**src/rtl/core/lsdce_pkg.sv**
```systemverilog
// Shared constants and types of the LCD shadow-diff command encoder.
package lsdce_pkg;

    localparam int CELL_COUNT           = 256;
    localparam int CELL_IDX_W           = 8;
    localparam int DEFAULT_VISIBLE_COLS = 40;

    localparam int MAX_BYTES = 7;
    localparam int SEQ_W     = MAX_BYTES * 8;
    localparam int CNT_W     = $clog2(MAX_BYTES + 1);

    localparam int CURSOR_W = 9;
    localparam logic [CURSOR_W-1:0] CURSOR_UNKNOWN = 9'h1FF;
    localparam logic [CURSOR_W-1:0] CURSOR_BARRIER = 9'd127;
    localparam logic [CURSOR_W-1:0] ROW1_START     = 9'd64;
    localparam logic [CURSOR_W-1:0] ROW3_START     = 9'd192;
    localparam int                  CTRL_SPAN      = 128;

    localparam logic [7:0] BSLASH      = 8'h5C;
    localparam logic [7:0] CMD_CTRL_1  = 8'h31;
    localparam logic [7:0] CMD_CTRL_2  = 8'h32;
    localparam logic [7:0] CMD_SET_ADR = 8'h63;
    localparam logic [7:0] ADR_BASE    = 8'h80;
    localparam logic [7:0] ADR_MASK    = 8'h7F;

    // One cell's command bytes, first byte in the lowest bits.
    typedef struct packed {
        logic             valid;
        logic [SEQ_W-1:0] bytes;
        logic [CNT_W-1:0] count;
    } byte_load_t;

endpackage

```
**src/rtl/core/lsdce_byte_queue.sv**
```systemverilog
// Output stage that shifts a loaded command sequence out one byte per word.
module lsdce_byte_queue (
    input  logic                   aclk,
    input  logic                   aresetn,
    input  lsdce_pkg::byte_load_t  load,
    output logic                   free,
    output logic                   m_tvalid,
    input  logic                   m_tready,
    output logic [7:0]             m_tdata,   // out_byte
    output logic                   m_tlast    // last_byte
);

    logic [lsdce_pkg::SEQ_W-1:0] data_reg;
    logic [lsdce_pkg::SEQ_W-1:0] data_next;
    logic [lsdce_pkg::CNT_W-1:0] cnt_reg;
    logic [lsdce_pkg::CNT_W-1:0] cnt_next;
    logic                        take;

    assign m_tvalid = (cnt_reg != '0);
    assign m_tdata  = data_reg[7:0];
    assign m_tlast  = (cnt_reg == lsdce_pkg::CNT_W'(1));
    assign take     = m_tvalid && m_tready;
    // A new sequence may enter as the final byte of the current one leaves.
    assign free     = (cnt_reg == '0) || (m_tlast && m_tready);

    always_comb begin
        data_next = data_reg;
        cnt_next  = cnt_reg;
        if (load.valid) begin
            data_next = load.bytes;
            cnt_next  = load.count;
        end else if (take) begin
            data_next = {8'h00, data_reg[lsdce_pkg::SEQ_W-1:8]};
            cnt_next  = cnt_reg - lsdce_pkg::CNT_W'(1);
        end
    end

    always_ff @(posedge aclk) begin
        data_reg <= data_next;
        if (!aresetn) begin
            cnt_reg <= '0;
        end else begin
            cnt_reg <= cnt_next;
        end
    end

endmodule

```
**src/rtl/core/lcd_shadow_diff_command_encoder.sv**
```systemverilog
// Top level of the LCD shadow-diff command encoder: shadow memory, cursor and sequencing.
// Path: an accepted cell is registered in stage one; its command bytes are then loaded into
// the output stage, which presents the first of them; a busy output stage holds the cell.
// Throughput: a cell produces one to seven command bytes, or none, and one that produces none
// retires without waiting; the output stage sends one byte per cycle while the receiver is ready.
// Reset: synchronous, active low; the shadow reads as all zeros through per-cell valid bits
// cleared at once, and the tracked cursor becomes unknown. No clearing pass is needed.
module lcd_shadow_diff_command_encoder #(
    parameter int VISIBLE_COLS = lsdce_pkg::DEFAULT_VISIBLE_COLS
) (
    input  logic        aclk,
    input  logic        aresetn,
    input  logic        s_tvalid,
    output logic        s_tready,
    input  logic [15:0] s_tdata,   // cell_index [7:0], cell_char [15:8]
    input  logic [1:0]  s_tuser,   // full_refresh [0], frame_start [1]
    output logic        m_tvalid,
    input  logic        m_tready,
    output logic [7:0]  m_tdata,   // out_byte
    output logic        m_tlast    // last_byte
);

    localparam int IW = lsdce_pkg::CELL_IDX_W;
    localparam int CW = lsdce_pkg::CURSOR_W;
    localparam logic [6:0]    VIS_LIMIT = 7'(VISIBLE_COLS);
    localparam logic [CW-1:0] WRAP_LOW  = CW'(VISIBLE_COLS);
    localparam logic [CW-1:0] WRAP_HIGH = CW'(lsdce_pkg::CTRL_SPAN + VISIBLE_COLS);

    // Incoming word fields.
    logic [IW-1:0] in_idx;
    logic [7:0]    in_char;
    logic          s_accept;

    assign in_idx   = s_tdata[7:0];
    assign in_char  = s_tdata[15:8];
    assign s_accept = s_tvalid && s_tready;

    // The shadow memory is read-first: each accepted cell writes its new character and
    // reads the old one in the same cycle, so back-to-back cells on one index see each
    // other's writes without any forwarding path.
    logic [7:0]              shadow_mem [lsdce_pkg::CELL_COUNT];
    logic [7:0]              rd_reg;
    logic [lsdce_pkg::CELL_COUNT-1:0] written_reg;

    always_ff @(posedge aclk) begin
        if (s_accept) begin
            rd_reg             <= shadow_mem[in_idx];
            shadow_mem[in_idx] <= in_char;
        end
    end

    // Stage one holds the cell while its old character comes out of the memory.
    logic          s1_valid_reg;
    logic [IW-1:0] s1_idx_reg;
    logic [7:0]    s1_char_reg;
    logic          s1_full_reg;
    logic          s1_start_reg;
    logic          s1_written_reg;
    logic          s1_move;

    always_ff @(posedge aclk) begin
        if (!aresetn) begin
            written_reg  <= '0;
            s1_valid_reg <= 1'b0;
        end else begin
            if (s_accept) begin
                written_reg[in_idx] <= 1'b1;
            end
            if (s_accept) begin
                s1_valid_reg <= 1'b1;
            end else if (s1_move) begin
                s1_valid_reg <= 1'b0;
            end
        end
        if (s_accept) begin
            s1_idx_reg     <= in_idx;
            s1_char_reg    <= in_char;
            s1_full_reg    <= s_tuser[0];
            s1_start_reg   <= s_tuser[1];
            s1_written_reg <= written_reg[in_idx];
        end
    end

    // Decision and command build for the cell in stage one.
    logic [CW-1:0]               cursor_reg;
    logic [CW-1:0]               cursor_next;
    logic [CW-1:0]               cursor_eff;
    logic [CW-1:0]               cursor_adv;
    logic [7:0]                  old_char;
    logic                        send;
    logic                        move;
    logic                        unknown;
    logic                        switch_ctrl;
    logic [7:0]                  adr_byte;
    logic [7:0]                  ctrl_byte;
    logic [lsdce_pkg::SEQ_W-1:0] seq;
    logic [lsdce_pkg::CNT_W-1:0] seq_cnt;
    logic                        q_free;
    lsdce_pkg::byte_load_t       q_load;

    // A cell never written since reset reads as a zero character.
    assign old_char   = s1_written_reg ? rd_reg : 8'h00;
    assign cursor_eff = s1_start_reg ? lsdce_pkg::CURSOR_UNKNOWN : cursor_reg;
    assign send       = (s1_full_reg || (old_char != s1_char_reg))
                        && ({1'b0, s1_idx_reg[5:0]} < VIS_LIMIT);
    assign move       = (cursor_eff != {1'b0, s1_idx_reg});
    assign unknown    = (cursor_eff == lsdce_pkg::CURSOR_UNKNOWN);
    // The cursor past the end (256) counts as the second controller.
    assign switch_ctrl = s1_idx_reg[7] ? (unknown || (cursor_eff[8:7] == 2'b00))
                                       : (unknown || (cursor_eff[8:7] != 2'b00));
    assign adr_byte  = lsdce_pkg::ADR_BASE + (s1_idx_reg & lsdce_pkg::ADR_MASK);
    assign ctrl_byte = s1_idx_reg[7] ? lsdce_pkg::CMD_CTRL_2 : lsdce_pkg::CMD_CTRL_1;

    // The sequence is built from its tail forwards; the first byte ends up lowest.
    always_comb begin
        if (s1_char_reg == lsdce_pkg::BSLASH) begin
            seq     = {40'h0, s1_char_reg, lsdce_pkg::BSLASH};
            seq_cnt = lsdce_pkg::CNT_W'(2);
        end else begin
            seq     = {48'h0, s1_char_reg};
            seq_cnt = lsdce_pkg::CNT_W'(1);
        end
        if (move) begin
            seq     = {seq[31:0], adr_byte, lsdce_pkg::CMD_SET_ADR, lsdce_pkg::BSLASH};
            seq_cnt = seq_cnt + lsdce_pkg::CNT_W'(3);
            if (switch_ctrl) begin
                seq     = {seq[39:0], ctrl_byte, lsdce_pkg::BSLASH};
                seq_cnt = seq_cnt + lsdce_pkg::CNT_W'(2);
            end
        end
    end

    // After a sent cell the cursor sits just past it, held at the controller barrier
    // and wrapped over the invisible columns of each controller's first row.
    always_comb begin
        if ({1'b0, s1_idx_reg} == lsdce_pkg::CURSOR_BARRIER) begin
            cursor_adv = lsdce_pkg::CURSOR_BARRIER;
        end else begin
            cursor_adv = {1'b0, s1_idx_reg} + CW'(1);
        end
        if (cursor_adv == WRAP_LOW) begin
            cursor_adv = lsdce_pkg::ROW1_START;
        end
        if (cursor_adv == WRAP_HIGH) begin
            cursor_adv = lsdce_pkg::ROW3_START;
        end
    end

    // A skipped cell retires at once; a sent one waits for the output stage to free up.
    assign s1_move  = s1_valid_reg && (!send || q_free);
    assign s_tready = !s1_valid_reg || s1_move;

    assign q_load.valid = s1_move && send;
    assign q_load.bytes = seq;
    assign q_load.count = seq_cnt;

    assign cursor_next = send ? cursor_adv : cursor_eff;

    always_ff @(posedge aclk) begin
        if (!aresetn) begin
            cursor_reg <= lsdce_pkg::CURSOR_UNKNOWN;
        end else if (s1_move) begin
            cursor_reg <= cursor_next;
        end
    end

    lsdce_byte_queue u_byte_queue (
        .aclk     (aclk),
        .aresetn  (aresetn),
        .load     (q_load),
        .free     (q_free),
        .m_tvalid (m_tvalid),
        .m_tready (m_tready),
        .m_tdata  (m_tdata),
        .m_tlast  (m_tlast)
    );

    // The cursor never rests on an invisible column that the wrap should have skipped.
    a_cursor_wrapped: assert property (@(posedge aclk) disable iff (!aresetn)
        (cursor_reg != WRAP_LOW) && (cursor_reg != WRAP_HIGH))
        else $error("cursor holds an unwrapped position");

    // A cell that sends nothing never holds up the input side.
    a_skip_no_stall: assert property (@(posedge aclk) disable iff (!aresetn)
        (s1_valid_reg && !send) |-> s_tready)
        else $error("skipped cell stalled the input");

    // Every accepted cell marks its shadow entry as written.
    a_written_mark: assert property (@(posedge aclk) disable iff (!aresetn)
        s_accept |=> written_reg[$past(in_idx)])
        else $error("shadow entry not marked after a write");

endmodule

```
**config.mk**
```make
export PLATFORM = sky130hd
export DESIGN_NAME = lcd_shadow_diff_command_encoder
export DESIGN_NICKNAME = d
export VERILOG_FILES = /design/src/rtl/core/lsdce_pkg.sv /design/src/rtl/core/lsdce_byte_queue.sv /design/src/rtl/core/lcd_shadow_diff_command_encoder.sv
export SDC_FILE = /design/constraint.sdc
export NUM_CORES = 2
export LEC_CHECK = 0
export ABC_AREA = 1
export ABC_CLOCK_PERIOD_IN_PS = 3900
export BUFFER_PORTS_ARGS = -buffer_cell sky130_fd_sc_hd__buf_4
export CAP_MARGIN = 20
export CORE_MARGIN = 1.5
export CORE_UTILIZATION = 44
export DETAILED_ROUTE_END_ITERATION = 7
export PLACE_DENSITY = 0.67
export SYNTH_ARGS = -nofsm -noshare
export SYNTH_HDL_FRONTEND = slang
export SYNTH_SLANG_ARGS = --single-unit
```
**constraint.sdc**
```tcl
create_clock -name aclk -period 3.9 [get_ports aclk]
set_input_delay 0.585 -clock aclk [delete_from_list [all_inputs] [get_ports aclk]]
set_output_delay 0.585 -clock aclk [all_outputs]
set_load 0.01 [all_outputs]
```
Word-level counts from Yosys, hierarchy flattened
Memory sizes are Yosys's and may differ from the RTL's. A register that Yosys moved wholly into a read port is not among the register bits.
Index checks and enable logic that the tools add are counted.

cells by class
  $lt $le $gt $ge = 3
  equality and inequality tests = 8
  reductions and logical operators = 21
  muxes and demuxes = 26
  bitwise operators = 1
  add/sub/neg operators = 5

operators by type and width
  operator                                                               number
  256-bit OR                                                             1
  56-bit 2-to-1 mux                                                      4
  9-bit 2-to-1 mux                                                       5
  8-bit by 7-bit equality test with 1-bit output, second input constant  2
  16-bit 2-to-1 mux                                                      1
  3-bit 2-to-1 mux                                                       4
  8-bit by 1-bit adder with 9-bit output, second input constant          1
  9-bit by 6-bit equality test with 1-bit output, second input constant  1
  9-bit by 8-bit equality test with 1-bit output, second input constant  1
  9-bit equality test, second input constant                             1
  8-bit by 9-bit < comparator with 1-bit output, second input constant   1
  9-bit by 8-bit != test with 1-bit output                               1
  8-bit by 7-bit adder with 8-bit output, first input constant           1
  1-bit binary-select mux with 8-bit select                              1
  1-bit demux with 8-bit select                                          1
  8-bit by 1-bit >= comparator with 1-bit output, second input constant  1
  8-bit 2-to-1 mux                                                       1
  8-bit != test                                                          1
  1-bit logical AND                                                      7
  1-bit 2-to-1 mux                                                       7
  3-bit by 2-bit adder with 3-bit output, second input constant          2
  1-bit logical OR                                                       6
  6-bit < comparator, second input constant                              1
  2-bit nonzero test                                                     3
  other kinds (7)                                                        9

storage, ports and cells
  RAM bits = 2048
  memories = 1
  register bits = 344

memories
  name        depth  bits a word  read ports  clocked after memory_dff  wr ports  line                                   RTL
  shadow_mem  256    8            1           1                         1         lcd_shadow_diff_command_encoder.sv:41  logic [7:0] shadow_mem [lsdce_pkg::CELL_COUNT];

Logic depth before layout (Yosys ltp)
  depth after elaboration = 11
  mapped depth = 19
  depth with buffers taken out = 15

By module
Synthesis repeated with hierarchy kept, for this count alone.

second synthesis, totals
  cells, all modules = 9623
  area, all modules = 100053.5 µm²

modules (own cells, without submodules)
  module                           instances  area an instance (µm²)  cells each
  lcd_shadow_diff_command_encoder  1          97332.1                 9349
  lsdce_byte_queue                 1          2721.4                  274

Worst setup path after synthesis
No wires, ideal clock.

  path type = reg-to-reg
  start point = reg s1_written_reg
  end point = reg u_byte_queue.data_reg[0] (netlist bit), enable pin
  data arrival time = 2506 ps
  required time = 3261 ps
  slack = 755 ps
  period minus slack after synthesis = 3145 ps
  cell stages (with the launch flop) = 9
  library setup time = 639 ps
  cell sequence = edfxtp_1 > buf_4 > nand2_1 > xor2_1 > nand3_1 > nand3b_2 > nand4_2 > clkbuf_1 > nand2_1

on the way
  longest elaborated chain between the ends = 9

ends and longest elaborated chain
  item                                   line                                    RTL
  start, declared                        lcd_shadow_diff_command_encoder.sv:58   logic s1_written_reg;
  start signal, assigned                 lcd_shadow_diff_command_encoder.sv:80   s1_written_reg <= written_reg[in_idx];
  8-bit 2-to-1 mux *                     lcd_shadow_diff_command_encoder.sv:102  assign old_char = s1_written_reg ? rd_reg : 8'h00;
  8-bit != test *                        lcd_shadow_diff_command_encoder.sv:104  assign send = (s1_full_reg || (old_char != s1_char_reg))
  1-bit logical OR *                     lcd_shadow_diff_command_encoder.sv:104
  1-bit logical AND *                    lcd_shadow_diff_command_encoder.sv:105  && ({1'b0, s1_idx_reg[5:0]} < VIS_LIMIT);
  1-bit logical NOT                      lcd_shadow_diff_command_encoder.sv:150  assign s1_move = s1_valid_reg && (!send || q_free);
  1-bit logical OR                       lcd_shadow_diff_command_encoder.sv:150
  1-bit logical AND                      lcd_shadow_diff_command_encoder.sv:150
  1-bit logical AND *                    lcd_shadow_diff_command_encoder.sv:153  assign q_load.valid = s1_move && send;
  2-bit nonzero test (no source line) *  -
  end signal, assigned                   lsdce_byte_queue.sv:39                  data_reg <= data_next;
  end, declared                          lsdce_byte_queue.sv:13                  logic [lsdce_pkg::SEQ_W-1:0] data_reg;

Mark *: on every way between the ends. The rest lies on a longest branch, timed or not.
A chain may end at the register's enable or synchronous reset.

Worst setup path in the final report
  start point = reg rd_reg[6] (read register of shadow_mem)
  end point = out s_tready

on the way
  longest elaborated chain between the ends = 8

ends and longest elaborated chain
  item               line                                    RTL
  start, declared    lcd_shadow_diff_command_encoder.sv:42   logic [7:0] rd_reg;
  8-bit 2-to-1 mux   lcd_shadow_diff_command_encoder.sv:102
  8-bit != test      lcd_shadow_diff_command_encoder.sv:104
  1-bit logical OR   lcd_shadow_diff_command_encoder.sv:104
  1-bit logical AND  lcd_shadow_diff_command_encoder.sv:105
  1-bit logical NOT  lcd_shadow_diff_command_encoder.sv:150
  1-bit logical OR   lcd_shadow_diff_command_encoder.sv:150
  1-bit logical AND  lcd_shadow_diff_command_encoder.sv:150
  1-bit logical OR   lcd_shadow_diff_command_encoder.sv:151  assign s_tready = !s1_valid_reg || s1_move;
  end, declared      lcd_shadow_diff_command_encoder.sv:14   output logic s_tready,

Every way passes these cells.

==> flow_metrics.env <==
export IMPL_final_common_cell="nand2_1"
export IMPL_worstSetupStartpointType="register"
export IMPL_synth_top_family_by_area="simple AND/OR/NAND/NOR gates"
export IMPL_via_count=71390
export IMPL_final_area_mm2=0.1128
export IMPL_synth_distinct_cells=35
export IMPL_async_reset_ff_frac=0
export IMPL_die_x_um=477.0
export IMPL_synth_seq_cells=2400
export IMPL_portBuffers=32
export IMPL_vdd_drop_max_mv=0.4039
export IMPL_power_uw=55760
export IMPL_drc=0
export IMPL_rsz0062_at_grt="no"
export IMPL_r2r_cells=12
export IMPL_cts_tree="done"
export IMPL_post_cts_resized=0
export IMPL_worstSetupStartpoint="rd_reg[6]$_DFFE_PP_"
export IMPL_htreeDepth=4
export IMPL_clock_path_buffers=3
export IMPL_drv_slew=0
export IMPL_setup_viol=0
export IMPL_finalCriticalPeriod_ns=3.816
export IMPL_cts_hold_buf=7
export IMPL_crit_path_max_incr_delay_ns=0.73
export IMPL_r2r_start="rd_reg[6]$_DFFE_PP_"
export IMPL_grt_pass1_vias=68090
export IMPL_max_freq_ghz=0.2620
export IMPL_synth_xor_area_frac=0.001329
export IMPL_synth_compound_area_share=0.05800
export IMPL_end_kind="output pin"
export IMPL_slew_headroom=0.2423
export IMPL_layout_drive_gt1_share=0.09274
export IMPL_rows=173
export IMPL_power_density_mw_per_mm2=494.5
export IMPL_skew_ns=0.06366
export IMPL_netlist_instances=9327
export IMPL_clk_latency_ns=0.89
export IMPL_grt_max_degree=174
export IMPL_synthAdderAreaFrac=0.0005063
export IMPL_dp_hpwl_mm=178.2
export IMPL_setup_tns_ns=0
export IMPL_arrival_ns=3.23
export IMPL_routed_wirelength_mm=296.7
export IMPL_cts_buffers=235
export IMPL_timing_rr_end="shadow_mem[112][1]$_DFFE_PP_"
export IMPL_initial_utilization=0.4438
export IMPL_hp_start="m_tready"
export IMPL_place_area_mm2=0.1049
export IMPL_crit_fanout=112
export IMPL_hp_class="in2reg"
export IMPL_cp_endpoint="s_tready"
export IMPL_routed_via_density=5.617
export IMPL_synthFlopType="edfxtp_1"
export IMPL_hold_violations=0
export IMPL_core_mm2=0.2227
export IMPL_ant_nets=0
export IMPL_clock_sinks=2400
export IMPL_clk_pin_slew_ns=0.07
export IMPL_largest_reg_flops=2048
export IMPL_place_congestion=0.8943
export IMPL_yosysWarnings=0
export IMPL_fin_crit_sh=0.9786
export IMPL_wl_per_cell_um=23.34
export IMPL_synth_edff_count=2131
export IMPL_path_cells="nand2_1 > nand2_1 > nand4_1 > nor2_1 > nand3b_2 > nand4_4 > buf_12 > buf_4"
export IMPL_r2r_slack_ns=0.28
export IMPL_worstMarginPinSlew_ns=1.134
export IMPL_syn_avg_cell_area_um2=10.60
export IMPL_cap_violations=0
export IMPL_grt_pass1_wl_mm=437.4
export IMPL_grt_remaining_overflow=0
export IMPL_cts_setup_buffers=0
export IMPL_crit_required_ns=3.31
export IMPL_grtUsageTotal=0.2537
export IMPL_dr_pass1_iters=8
export IMPL_drt_iter0_markers=9535
export IMPL_fp_dieH_um=477.0
export IMPL_critPathSlowestCell="edfxtp_1"
export IMPL_power_leakage_uw=0.04160
export IMPL_synthSimpleGateAreaFrac=0.2000
export IMPL_outcome="completed"
export IMPL_final_core_util=0.5063
export IMPL_ios=33
export IMPL_criticalPathCategory="reg2out"
export IMPL_nets=9548
export IMPL_critPathMostFrequentCell="nand2_1"
export IMPL_dieArea_mm2=0.2275
export IMPL_final_cell_mix="nand2_1 (3813), edfxtp_1 (2131), nor2_1 (489), o21ai_0 (449), nand3_1 (427)"
export IMPL_syn_area_mm2=0.09885
export IMPL_antenna_found_initial=3
export IMPL_yosysSeqAreaShare=0.7018
export IMPL_root_buffer="clkbuf_16"
export IMPL_area_growth_pct=14.08
export IMPL_muxShareOfSynthArea=0
[worst min-delay path by stage]
stage	endpoint	depth (start not counted)
6_report	u_byte_queue.cnt_reg[1]$_SDFFE_PN0P_	4
2_1_floorplan	written_reg[14]$_SDFFE_PN0P_	2
3_3_place_gp	written_reg[236]$_SDFFE_PN0P_	2
4_1_cts	u_byte_queue.cnt_reg[1]$_SDFFE_PN0P_	4
3_5_place_dp	written_reg[82]$_SDFFE_PN0P_	2
5_1_grt	s1_idx_reg[7]$_DFFE_PP_	1
[final cells by class]
type,count,area (um^2)
flip-flops and latches,2400,69380
well taps,2975,3722
clock inverters,172,1718
diodes,10,25.02
repair buffers,513,4828
multi-input cells,6052,25780
inverters,320,1254
clock buffers,269,6061
fillers,19150,110000
[cell usage after synthesis, drive strengths merged (101+ instances only)]
cell | number | area (um^2)
a21oi | 408 | 2042
inv | 314 | 1181
nand4 | 192 | 1222
clkbuf | 237 | 889.6
o21bai | 101 | 758.2
buf | 321 | 1688
nand3 | 427 | 2137
o21ai | 481 | 2407
nor2 | 497 | 1878
nand2 | 3841 | 14460
edfxtp | 2131 | 63990
dfxtp | 269 | 5385
[critical path: cells and delay by family, from the launching register on]
family	cells	cell delay (ns)
AND/OR/NAND/NOR	6	0.80
buffers and inverters	2	0.71
flip-flops	1	0.73
[stage by stage]
step / setup slack, ns / cells / hold slack [ns]
2_1_floorplan: 0.7551 / 9330 / 0.4300
3_3_place_gp: -0.2480 / 12250 / 0.4378
3_5_place_dp: -0.1557 / 12250 / 0.4417
4_1_cts: 0.1822 / 12700 / 0.01609
5_1_grt: 0.06230 / 12700 / 0.03916
6_report: 0.08357 / 12710 / 0.06357
[routing by layer]
layer | part of all wire | track usage | vias to the layer above | wire length, um
li1 | - | - | 31980 | -
met1 | 0.39 | 0.3468 | 34730 | 117000
met2 | 0.46 | 0.3981 | 3996 | 135300
met3 | 0.11 | 0.05058 | 681 | 32130
met4 | 0.041 | 0.1006 | 2 | 12180
met5 | 0.000044 | 0 | - | 13
[power by group]
group	switching, uW	leakage [uW]	internal, uW
Sequential	162	0.0214	28400
Combinational	3100	0.0164	1030
Clock	9870	0.00383	13200
[kinds of logic (layout without fill, tap and decap cells)]
family | count (synthesis) | in the layout
and+or+nand+nor | 4969 | 4969
DFF | 2400 | 2400
AOI/OAI and AO/OA | 1060 | 1060
buffers and inverters | 878 | 1274
xor gates and xnor gates | 15 | 15
adders and majority gates | 4 | 4
other | 1 | 14
(Power assumes the default switching activity.)
